===== src/design/multi_level_priority_queue_top_defines.svh =====
// assertion macros shared by the multi-level priority queue modules
// depends on: nothing; users need clk and rst_n in scope
`ifndef MULTI_LEVEL_PRIORITY_QUEUE_TOP_DEFINES_SVH
`define MULTI_LEVEL_PRIORITY_QUEUE_TOP_DEFINES_SVH

// same-cycle implication, checked out of reset
`define MLPQ_ASSERT_IMPL(lbl, ante, cons, msg) \
  lbl: assert property (@(posedge clk) disable iff (!rst_n) (ante) |-> (cons)) \
    else $error(msg);

// next-cycle implication, checked out of reset
`define MLPQ_ASSERT_NEXT(lbl, ante, cons, msg) \
  lbl: assert property (@(posedge clk) disable iff (!rst_n) (ante) |=> (cons)) \
    else $error(msg);

`endif


===== src/design/mlpq_pkg.sv =====
// shared types and constants of the multi-level priority queue
// depends on: nothing
`default_nettype none

package mlpq_pkg;

  // sizing
  localparam int LEVELS = 8;
  localparam int DEPTH  = 16;
  localparam int LVL_W  = $clog2(LEVELS);
  localparam int PTR_W  = $clog2(DEPTH);
  localparam int CNT_W  = $clog2(DEPTH + 1);
  localparam int ADDR_W = LVL_W + PTR_W;
  localparam int DATA_W = 32;

  // configuration register widths and indexes
  localparam int LCFG_W = 4;
  localparam int DCFG_W = 5;
  localparam int CFG_W  = 5;
  localparam int CIDX_W = 1;
  localparam logic [CIDX_W-1:0] CFG_LEVELS = 1'b0;
  localparam logic [CIDX_W-1:0] CFG_DEPTH  = 1'b1;

  // front-to-back queue
  localparam int QD      = 4;
  localparam int QPTR_W  = $clog2(QD);
  localparam int QCNT_W  = $clog2(QD + 1);

  // command codes
  localparam logic CMD_PUSH = 1'b0;
  localparam logic CMD_POP  = 1'b1;

  typedef enum logic [2:0] {
    ST_OK         = 3'd0,
    ST_BAD_LEVEL  = 3'd1,
    ST_FIFO_LEVEL = 3'd2,
    ST_NO_LEVEL   = 3'd3,
    ST_ZERO       = 3'd4,
    ST_FULL       = 3'd5,
    ST_EMPTY      = 3'd6
  } status_t;

  // one classified operation for the back end
  typedef struct packed {
    logic              wr;
    logic              rd;
    logic [ADDR_W-1:0] addr;
    logic [DATA_W-1:0] wdata;
    status_t           status;
    logic [LVL_W-1:0]  served;
  } mlpq_op_t;

endpackage

`default_nettype wire


===== src/design/mlpq_ram.sv =====
// generic single-port ram with registered read
// depends on: nothing
`default_nettype none

module mlpq_ram #(
  parameter int WIDTH = 32,
  parameter int DEPTH = 128
) (
  input  wire logic                     clk,
  input  wire logic                     we,
  input  wire logic                     re,
  input  wire logic [$clog2(DEPTH)-1:0] addr,
  input  wire logic [WIDTH-1:0]         wdata,
  output logic      [WIDTH-1:0]         rdata
);

  logic [WIDTH-1:0] mem [DEPTH];

  // write port and registered read
  always_ff @(posedge clk) begin
    if (we) begin
      mem[addr] <= wdata;
    end
    if (re) begin
      rdata <= mem[addr];
    end
  end

endmodule

`default_nettype wire


===== src/design/mlpq_front.sv =====
// front end: config registers, per-level pointers and counts, classification
// depends on: mlpq_pkg
`default_nettype none

module mlpq_front import mlpq_pkg::*; (
  input  wire logic                     clk,
  input  wire logic                     rst_n,
  input  wire logic                     cfg_we,
  input  wire logic [CIDX_W-1:0]        cfg_index,
  input  wire logic [CFG_W-1:0]         cfg_data,
  input  wire logic                     accept,
  input  wire logic                     cmd,
  input  wire logic                     level_given,
  input  wire logic [LVL_W-1:0]         level,
  input  wire logic signed [DATA_W-1:0] value,
  output mlpq_op_t                      op
);

  logic [LCFG_W-1:0] levels_r;
  logic [DCFG_W-1:0] depth_r;
  logic [PTR_W-1:0]  rp_r  [LEVELS];
  logic [PTR_W-1:0]  wp_r  [LEVELS];
  logic [CNT_W-1:0]  cnt_r [LEVELS];

  logic [LCFG_W-1:0] nlev;
  logic [DCFG_W-1:0] eff_dep;
  logic              fifo;
  logic [LEVELS-1:0] avail;
  logic              found;
  logic [LVL_W-1:0]  first_lvl;
  logic [LVL_W-1:0]  tgt;
  status_t           status;
  logic              do_push;
  logic              do_pop;
  logic [PTR_W-1:0]  wp_adv;
  logic [PTR_W-1:0]  rp_adv;

  function automatic logic [PTR_W-1:0] adv(input logic [PTR_W-1:0] p,
                                           input logic [DCFG_W-1:0] d);
    logic [DCFG_W-1:0] n;
    n = DCFG_W'(p) + 1'b1;
    adv = (n >= d) ? '0 : n[PTR_W-1:0];
  endfunction

  // clamp register values to their usable range
  always_comb begin
    if (levels_r == '0) begin
      nlev = LCFG_W'(1);
    end else if (levels_r > LCFG_W'(LEVELS)) begin
      nlev = LCFG_W'(LEVELS);
    end else begin
      nlev = levels_r;
    end
    if (depth_r == '0) begin
      eff_dep = DCFG_W'(1);
    end else if (depth_r > DCFG_W'(DEPTH)) begin
      eff_dep = DCFG_W'(DEPTH);
    end else begin
      eff_dep = depth_r;
    end
  end

  assign fifo = (nlev == LCFG_W'(1));

  // lowest non-empty level in use
  always_comb begin
    found     = 1'b0;
    first_lvl = '0;
    for (int i = 0; i < LEVELS; i++) begin
      avail[i] = (cnt_r[i] != '0) && (LCFG_W'(i) < nlev);
    end
    for (int i = LEVELS - 1; i >= 0; i--) begin
      if (avail[i]) begin
        found     = 1'b1;
        first_lvl = LVL_W'(i);
      end
    end
  end

  // request checks in priority order
  always_comb begin
    status = ST_OK;
    tgt    = '0;
    if (level_given && (LCFG_W'(level) >= nlev)) begin
      status = ST_BAD_LEVEL;
    end else if ((cmd == CMD_PUSH) && (value == '0)) begin
      status = ST_ZERO;
    end else if (level_given && fifo) begin
      status = ST_FIFO_LEVEL;
    end else if (level_given) begin
      tgt = level;
    end else if (cmd == CMD_PUSH) begin
      if (!fifo) begin
        status = ST_NO_LEVEL;
      end
    end else if (found) begin
      tgt = first_lvl;
    end else begin
      status = ST_EMPTY;
    end

    if (status == ST_OK) begin
      if ((cmd == CMD_PUSH) && (DCFG_W'(cnt_r[tgt]) >= eff_dep)) begin
        status = ST_FULL;
      end else if ((cmd == CMD_POP) && (cnt_r[tgt] == '0)) begin
        status = ST_EMPTY;
      end
    end
  end

  assign do_push = (status == ST_OK) && (cmd == CMD_PUSH);
  assign do_pop  = (status == ST_OK) && (cmd == CMD_POP);
  assign wp_adv  = adv(wp_r[tgt], eff_dep);
  assign rp_adv  = adv(rp_r[tgt], eff_dep);

  // operation handed to the back end
  always_comb begin
    op.wr     = do_push;
    op.rd     = do_pop;
    op.addr   = do_push ? {tgt, wp_r[tgt]} : {tgt, rp_r[tgt]};
    op.wdata  = $unsigned(value);
    op.status = status;
    op.served = (status == ST_OK) ? tgt : '0;
  end

  // configuration registers
  always_ff @(posedge clk) begin
    if (!rst_n) begin
      levels_r <= LCFG_W'(1);
      depth_r  <= DCFG_W'(DEPTH);
    end else if (cfg_we) begin
      case (cfg_index)
        CFG_LEVELS: levels_r <= cfg_data[LCFG_W-1:0];
        CFG_DEPTH:  depth_r  <= cfg_data[DCFG_W-1:0];
        default:    ;
      endcase
    end
  end

  // per-level ring bookkeeping; any config write flushes every level
  always_ff @(posedge clk) begin
    if (!rst_n || cfg_we) begin
      for (int i = 0; i < LEVELS; i++) begin
        rp_r[i]  <= '0;
        wp_r[i]  <= '0;
        cnt_r[i] <= '0;
      end
    end else if (accept) begin
      if (do_push) begin
        wp_r[tgt]  <= wp_adv;
        cnt_r[tgt] <= cnt_r[tgt] + 1'b1;
      end else if (do_pop) begin
        rp_r[tgt]  <= rp_adv;
        cnt_r[tgt] <= cnt_r[tgt] - 1'b1;
      end
    end
  end

endmodule

`default_nettype wire


===== src/design/mlpq_queue.sv =====
// short queue of classified operations between front and back end
// depends on: mlpq_pkg, multi_level_priority_queue_top_defines.svh
`default_nettype none
`include "multi_level_priority_queue_top_defines.svh"

module mlpq_queue import mlpq_pkg::*; (
  input  wire logic     clk,
  input  wire logic     rst_n,
  input  wire logic     wr,
  input  wire mlpq_op_t wr_op,
  input  wire logic     rd,
  output mlpq_op_t      rd_op,
  output logic          full,
  output logic          nempty
);

  mlpq_op_t            ent_r [QD];
  logic [QPTR_W-1:0]   head_r;
  logic [QPTR_W-1:0]   tail_r;
  logic [QCNT_W-1:0]   count_r;
  logic [QCNT_W-1:0]   count_nxt;

  assign full   = (count_r == QCNT_W'(QD));
  assign nempty = (count_r != '0);
  assign rd_op  = ent_r[head_r];

  // occupancy
  always_comb begin
    count_nxt = count_r;
    if (wr && !rd) begin
      count_nxt = count_r + 1'b1;
    end else if (rd && !wr) begin
      count_nxt = count_r - 1'b1;
    end
  end

  // pointers
  always_ff @(posedge clk) begin
    if (!rst_n) begin
      head_r  <= '0;
      tail_r  <= '0;
      count_r <= '0;
    end else begin
      count_r <= count_nxt;
      if (wr) begin
        tail_r <= (tail_r == QPTR_W'(QD - 1)) ? '0 : tail_r + 1'b1;
      end
      if (rd) begin
        head_r <= (head_r == QPTR_W'(QD - 1)) ? '0 : head_r + 1'b1;
      end
    end
  end

  // entry storage
  always_ff @(posedge clk) begin
    if (wr) begin
      ent_r[tail_r] <= wr_op;
    end
  end

  `MLPQ_ASSERT_IMPL(a_q_no_overflow, wr, !full || rd, "queue written while full")
  `MLPQ_ASSERT_IMPL(a_q_no_underflow, rd, nempty, "queue read while empty")
  `MLPQ_ASSERT_IMPL(a_q_count_range, 1'b1, count_r <= QCNT_W'(QD), "queue count out of range")

endmodule

`default_nettype wire


===== src/design/mlpq_back.sv =====
// back end: slot store access, read-data stage and output register
// depends on: mlpq_pkg, mlpq_ram, multi_level_priority_queue_top_defines.svh
`default_nettype none
`include "multi_level_priority_queue_top_defines.svh"

module mlpq_back import mlpq_pkg::*; (
  input  wire logic                     clk,
  input  wire logic                     rst_n,
  input  wire logic                     q_nempty,
  input  wire mlpq_op_t                 q_op,
  output logic                          q_rd,
  output logic                          out_valid,
  input  wire logic                     out_stall,
  output logic signed [DATA_W-1:0]      out_data,
  output logic [2:0]                    out_status,
  output logic [LVL_W-1:0]              out_level_served
);

  logic              m_valid_r;
  logic              m_valid_nxt;
  logic              m_rd_r;
  status_t           m_status_r;
  logic [LVL_W-1:0]  m_served_r;
  logic              m_move;
  logic              out_valid_r;
  logic [DATA_W-1:0] out_data_r;
  status_t           out_status_r;
  logic [LVL_W-1:0]  out_served_r;
  logic [DATA_W-1:0] ram_rdata;

  // stage hand-off
  assign m_move = m_valid_r && (!out_valid_r || !out_stall);
  assign q_rd   = q_nempty && (!m_valid_r || m_move);

  always_comb begin
    m_valid_nxt = m_valid_r;
    if (q_rd) begin
      m_valid_nxt = 1'b1;
    end else if (m_move) begin
      m_valid_nxt = 1'b0;
    end
  end

  // slot store
  mlpq_ram #(
    .WIDTH (DATA_W),
    .DEPTH (LEVELS * DEPTH)
  ) u_store (
    .clk   (clk),
    .we    (q_rd && q_op.wr),
    .re    (q_rd && q_op.rd),
    .addr  (q_op.addr),
    .wdata (q_op.wdata),
    .rdata (ram_rdata)
  );

  // stage waiting on the store read
  always_ff @(posedge clk) begin
    if (!rst_n) begin
      m_valid_r <= 1'b0;
    end else begin
      m_valid_r <= m_valid_nxt;
    end
  end

  always_ff @(posedge clk) begin
    if (q_rd) begin
      m_rd_r     <= q_op.rd;
      m_status_r <= q_op.status;
      m_served_r <= q_op.served;
    end
  end

  // output register
  always_ff @(posedge clk) begin
    if (!rst_n) begin
      out_valid_r <= 1'b0;
    end else if (m_move) begin
      out_valid_r <= 1'b1;
    end else if (!out_stall) begin
      out_valid_r <= 1'b0;
    end
  end

  always_ff @(posedge clk) begin
    if (m_move) begin
      out_data_r   <= m_rd_r ? ram_rdata : '0;
      out_status_r <= m_status_r;
      out_served_r <= m_served_r;
    end
  end

  assign out_valid        = out_valid_r;
  assign out_data         = $signed(out_data_r);
  assign out_status       = out_status_r;
  assign out_level_served = out_served_r;

  `MLPQ_ASSERT_NEXT(a_rdata_held, m_valid_r && m_rd_r && !m_move, m_valid_r && $stable(ram_rdata), "store read data lost while stalled")
  `MLPQ_ASSERT_IMPL(a_refused_clean, out_valid_r && (out_status_r != ST_OK), (out_data_r == '0) && (out_served_r == '0), "refused result carries data or level")
  `MLPQ_ASSERT_NEXT(a_issue_lands, q_rd, m_valid_r, "issued operation not in read stage")

endmodule

`default_nettype wire


===== src/design/multi_level_priority_queue_top.sv =====
// path: an accepted word passes the queue, the read-data stage and the output register
// throughput: one word per cycle unless out_stall holds; the front classifies one request
//   per cycle and the back makes one slot store access per cycle through a 4-entry queue
// reset: synchronous active-low clears config to 1 level / 16 slots and empties every
//   level; the slot store itself is not cleared
`default_nettype none

module multi_level_priority_queue_top import mlpq_pkg::*; (
  input  wire logic                     clk,
  input  wire logic                     rst_n,
  input  wire logic                     cfg_we,
  input  wire logic [CIDX_W-1:0]        cfg_index,
  input  wire logic [CFG_W-1:0]         cfg_data,
  input  wire logic                     in_valid,
  output logic                          in_stall,
  input  wire logic                     in_cmd,
  input  wire logic                     in_level_given,
  input  wire logic [LVL_W-1:0]         in_level,
  input  wire logic signed [DATA_W-1:0] in_value,
  output logic                          out_valid,
  input  wire logic                     out_stall,
  output logic signed [DATA_W-1:0]      out_data,
  output logic [2:0]                    out_status,
  output logic [LVL_W-1:0]              out_level_served
);

  mlpq_op_t front_op;
  mlpq_op_t q_op;
  logic     q_full;
  logic     q_nempty;
  logic     q_rd;
  logic     accept;

  // input word accepted while the queue has room
  assign in_stall = q_full;
  assign accept   = in_valid && !q_full;

  // request classification and level bookkeeping
  mlpq_front u_front (
    .clk         (clk),
    .rst_n       (rst_n),
    .cfg_we      (cfg_we),
    .cfg_index   (cfg_index),
    .cfg_data    (cfg_data),
    .accept      (accept),
    .cmd         (in_cmd),
    .level_given (in_level_given),
    .level       (in_level),
    .value       (in_value),
    .op          (front_op)
  );

  // decoupling queue
  mlpq_queue u_queue (
    .clk    (clk),
    .rst_n  (rst_n),
    .wr     (accept),
    .wr_op  (front_op),
    .rd     (q_rd),
    .rd_op  (q_op),
    .full   (q_full),
    .nempty (q_nempty)
  );

  // store access and result delivery
  mlpq_back u_back (
    .clk              (clk),
    .rst_n            (rst_n),
    .q_nempty         (q_nempty),
    .q_op             (q_op),
    .q_rd             (q_rd),
    .out_valid        (out_valid),
    .out_stall        (out_stall),
    .out_data         (out_data),
    .out_status       (out_status),
    .out_level_served (out_level_served)
  );

endmodule

`default_nettype wire

===== config.mk =====
export PLATFORM = sky130hd
export DESIGN_NAME = multi_level_priority_queue_top
export DESIGN_NICKNAME = d
export VERILOG_FILES = /design/src/design/mlpq_pkg.sv /design/src/design/mlpq_ram.sv /design/src/design/mlpq_front.sv /design/src/design/mlpq_queue.sv /design/src/design/mlpq_back.sv /design/src/design/multi_level_priority_queue_top.sv
export VERILOG_INCLUDE_DIRS = /design/src /design/src/design
export SDC_FILE = /design/constraint.sdc
export NUM_CORES = 2
export LEC_CHECK = 0
export BUFFER_PORTS_ARGS = -buffer_cell sky130_fd_sc_hd__buf_4
export CAP_MARGIN = 40
export CORE_ASPECT_RATIO = 0.8
export CORE_MARGIN = 2
export CORE_UTILIZATION = 65
export DETAILED_ROUTE_END_ITERATION = 8
export PLACE_DENSITY_LB_ADDON = 0.12
export SYNTH_ARGS = -nofsm -noshare
export SYNTH_HDL_FRONTEND = slang
export SYNTH_MEMORY_MAX_BITS = 65536
export SYNTH_SLANG_ARGS = --single-unit
export TNS_END_PERCENT = 5

===== constraint.sdc =====
create_clock -name clk -period 22.6 [get_ports clk]
set_clock_uncertainty 0.05 [all_clocks]
set_input_delay 1.13 -clock clk [delete_from_list [all_inputs] [get_ports clk]]
set_output_delay 1.13 -clock clk [all_outputs]
set_load 0.005 [all_outputs]

==> results.yml <==
grt:
  grt_usage_pct: 39.47
  grt_max_degree: 118
  grt_pass1_vias: 89444
  antenna_found_initial: 43
  grt-ovfl-total: 0
  grt_pass1_wl_microns: 699500
outcome:
  status: "complete, no violations"
clocking:
  cts_tree: "done"
  cts_made_buffers: 406
  cts-htree-levels: 5
  cts_sinks: 4485
  cts_buffer_depth: 4
  path_clk_slew_ns: 0.07
  cts_hold_buf: 0
  post_cts.repair.setup_buffers: 0
  ctsResizeCount: 0
  clock-root-buffer: "clkbuf_16"
  clk_latency_ns: 0.94
layout:
  fill_cells: 14026
  area_delta_synth_final_pct: 12.59
  fin_cells: 12722
  drive_above_1_share_pct: 14.53
  nets: 9132
power_and_ir_drop:
  p_total_mw: 25.74
  p_per_area_nw_per_um2: 139.6
  power.static_leakage_nw: 56.45
  peakVddDrop_uv: 123.7
synth:
  syn-num-nets: 8785
  ys_seq_area_share_pct: 82.08
  synth_area_sq_um: 163800
  synth_area_per_cell_sq_um: 18.82
  ys.flop_type: "edfxtp_1"
  netlist_top_cells_area: "edfxtp_1 82%, a22oi_1 5.1%, a221oi_1 2.6%, a22o_1 2.6%, a31oi_1 1.4%"
  synth_cells: 8706
  async_flop_share_pct: 0
  synth_edf_count: 4465
  synth.top_cell.area_share_pct: 81.84
  synth_largest_area_cell: "edfxtp_1"
  ys_ff_latch: 4485
  synth.most_common_cell: "edfxtp_1"
  synth_cell_types: 83
  yosysWarnings: 0
  synth_commonest_cells: "4465 x edfxtp_1, 1119 x a22oi_1, 478 x a221oi_1, 477 x a22o_1, 379 x a31oi_1"
timing:
  min_period_over_period_pct: 40.64
  max_slew_margin_pct: 19.25
  worst_pin_slew_ns: 1.211
  fin_crit_ns: 9.185
  fmax_ghz: 0.1089
  slew_violations: 0
  hold_viol_final: 0
  totalNegativeSetupSlack_ns: 0
  rsz0062_at_grt: "false"
  hold_ws_ns: 0.3695
  setup_violations: 0
die:
  ioPinCount: 88
  fp.dieW_microns: 565.3
  row_count: 164
  initial_core_util_pct: 65.50
  die_y_microns: 453.0
  dieArea_sq_um: 256100
  coreArea_sq_um: 250100
drt:
  vias: 96406
  drc_errors: 0
  wirelength_microns: 508200
  wire_per_inst_microns: 39.94
  antenna_left: 0
  drt_first_pass_iters: 7
  first_iter_violations: 19453
  via_per_inst: 7.578
placed_design:
  dp.cells: 11942
  port-buffer-count: 87
  place_hpwl_microns: 289500
  gp_congestion: 0.9144
critical_path:
  slowest_delay_ns: 0.66
  path_delay_family: "simple AND/OR/NAND/NOR gates"
  arrival_ns: 9.75
  cp-start-kind: "register"
  path_buf_inv: 5
  cp_max_fo: 69
  slowest_stage: "dfxtp_1"
  critical_path_required_ns: 23.16
  regToRegSetupSlack_ns: 13.41
  path_class: "register to register"
  cp-end-kind: "register"
worst_hold_path:
  hold_path.class: "register to register"
run:
  maxCapViolCount: 0
## per-stage QoR
step                      util [%]  setup WS, ns  cell area (sq um)
after detailed placement     68.44         12.99             171200
after global placement       68.08         12.52             170300
after global routing         73.73         12.68             184400
after floorplan                  -         15.17             163800
final                        73.75         13.41             184500
after CTS                    73.65         13.40             184200
## routing by layer
metal	global-route usage, %	wire length (microns)
met1	55.81	177300
met2	56.03	220900
met3	13.25	81590
met4	18.81	28280
met5	0	178
## registers in the layout (all words and copies together), names as in the netlist, named ones only
name                     cells
u_queue.ent_r              188
u_back.m_valid_r             1
u_queue.tail_r               2
u_front.depth_r              5
u_back.out_status            3
u_queue.head_r               2
u_back.out_valid             1
u_back.m_rd_r                1
u_front.wp_r                32
u_back.u_store.rdata        32
u_back.m_served_r            3
u_queue.count_r              3
u_back.out_level_served      3
u_back.out_data             32
u_front.cnt_r               40
u_back.m_status_r            3
u_front.levels_r             4
u_front.rp_r                32
u_back.u_store.mem        4096
## logic make-up after synthesis
| family | after synthesis | share of synthesized area (%) |
|---|---|---|
| and+or+nand+nor | 852 | 2.739 |
| DFF | 4485 | 82.08 |
| muxes | 83 | 0.8561 |
| adders and majority gates | 31 | 0.2459 |
| buffers and inverters | 608 | 1.541 |
| AOI/OAI and AO/OA | 2637 | 12.48 |
| xor gates and xnor gates | 10 | 0.05805 |
## worst paths after layout
| check | from | to | cells after the start |
|---|---|---|---|
| min reg2reg | u_back.m_status_r[0]$_DFFE_PP_ | u_back.out_status[0]$_DFFE_PP_ | 0 |
| max reg2reg | u_front.levels_r[3]$_SDFFE_PN0P_ | u_front.cnt_r[3][3]$_SDFFCE_PN0P_ | 32 |
| max | u_front.levels_r[3]$_SDFFE_PN0P_ | u_front.cnt_r[3][3]$_SDFFCE_PN0P_ | 32 |
| min | u_back.m_status_r[0]$_DFFE_PP_ | u_back.out_status[0]$_DFFE_PP_ | 0 |
## layout make-up
type                    instances  area [sq um]  area share [%]
inverters                      21         78.83         0.04273
clock inverters               250          2360           1.279
clock buffers                 487         10650           5.776
well taps                    3320          4154           2.252
diodes                         20         50.05         0.02713
repair buffers                526          4528           2.455
multi-input cells            3613         28160           15.26
flip-flops and latches       4485        134500           72.91
## where the power goes
part | total (mW) | internal (mW) | switching (mW)
logic | 8.09 | 1.91 | 6.18
registers | 10.8 | 10.7 | 0.0962
clock network | 6.81 | 3.83 | 2.99
total | 25.7 | 16.5 | 9.26
## cell usage in the layout (no fill, tap or decap), types with 23 or more instances in the layout
master | netlist | layout
nand2_2 | 1 | 23
nor4_1 | 72 | 60
and2_1 | 42 | 38
edfxtp_1 | 4465 | 4465
a22oi_1 | 1119 | 1119
o21ai_0 | 50 | 49
a31oi_1 | 379 | 373
clkinv_1 | 2 | 108
nand4_1 | 165 | 165
buf_12 | 0 | 23
nor3_1 | 96 | 95
clkinv_2 | 0 | 72
a21oi_1 | 37 | 37
clkbuf_1 | 327 | 71
ha_1 | 29 | 29
mux4_4 | 0 | 32
a22o_1 | 477 | 477
buf_4 | 2 | 456
clkbuf_16 | 0 | 414
or4_1 | 33 | 33
nor2_1 | 216 | 83
bufinv_16 | 0 | 41
nand3_1 | 67 | 67
nand2_1 | 87 | 65
a221oi_1 | 478 | 478
nor2_4 | 0 | 130
mux2i_1 | 31 | 31
(Power assumes the default switching activity.)
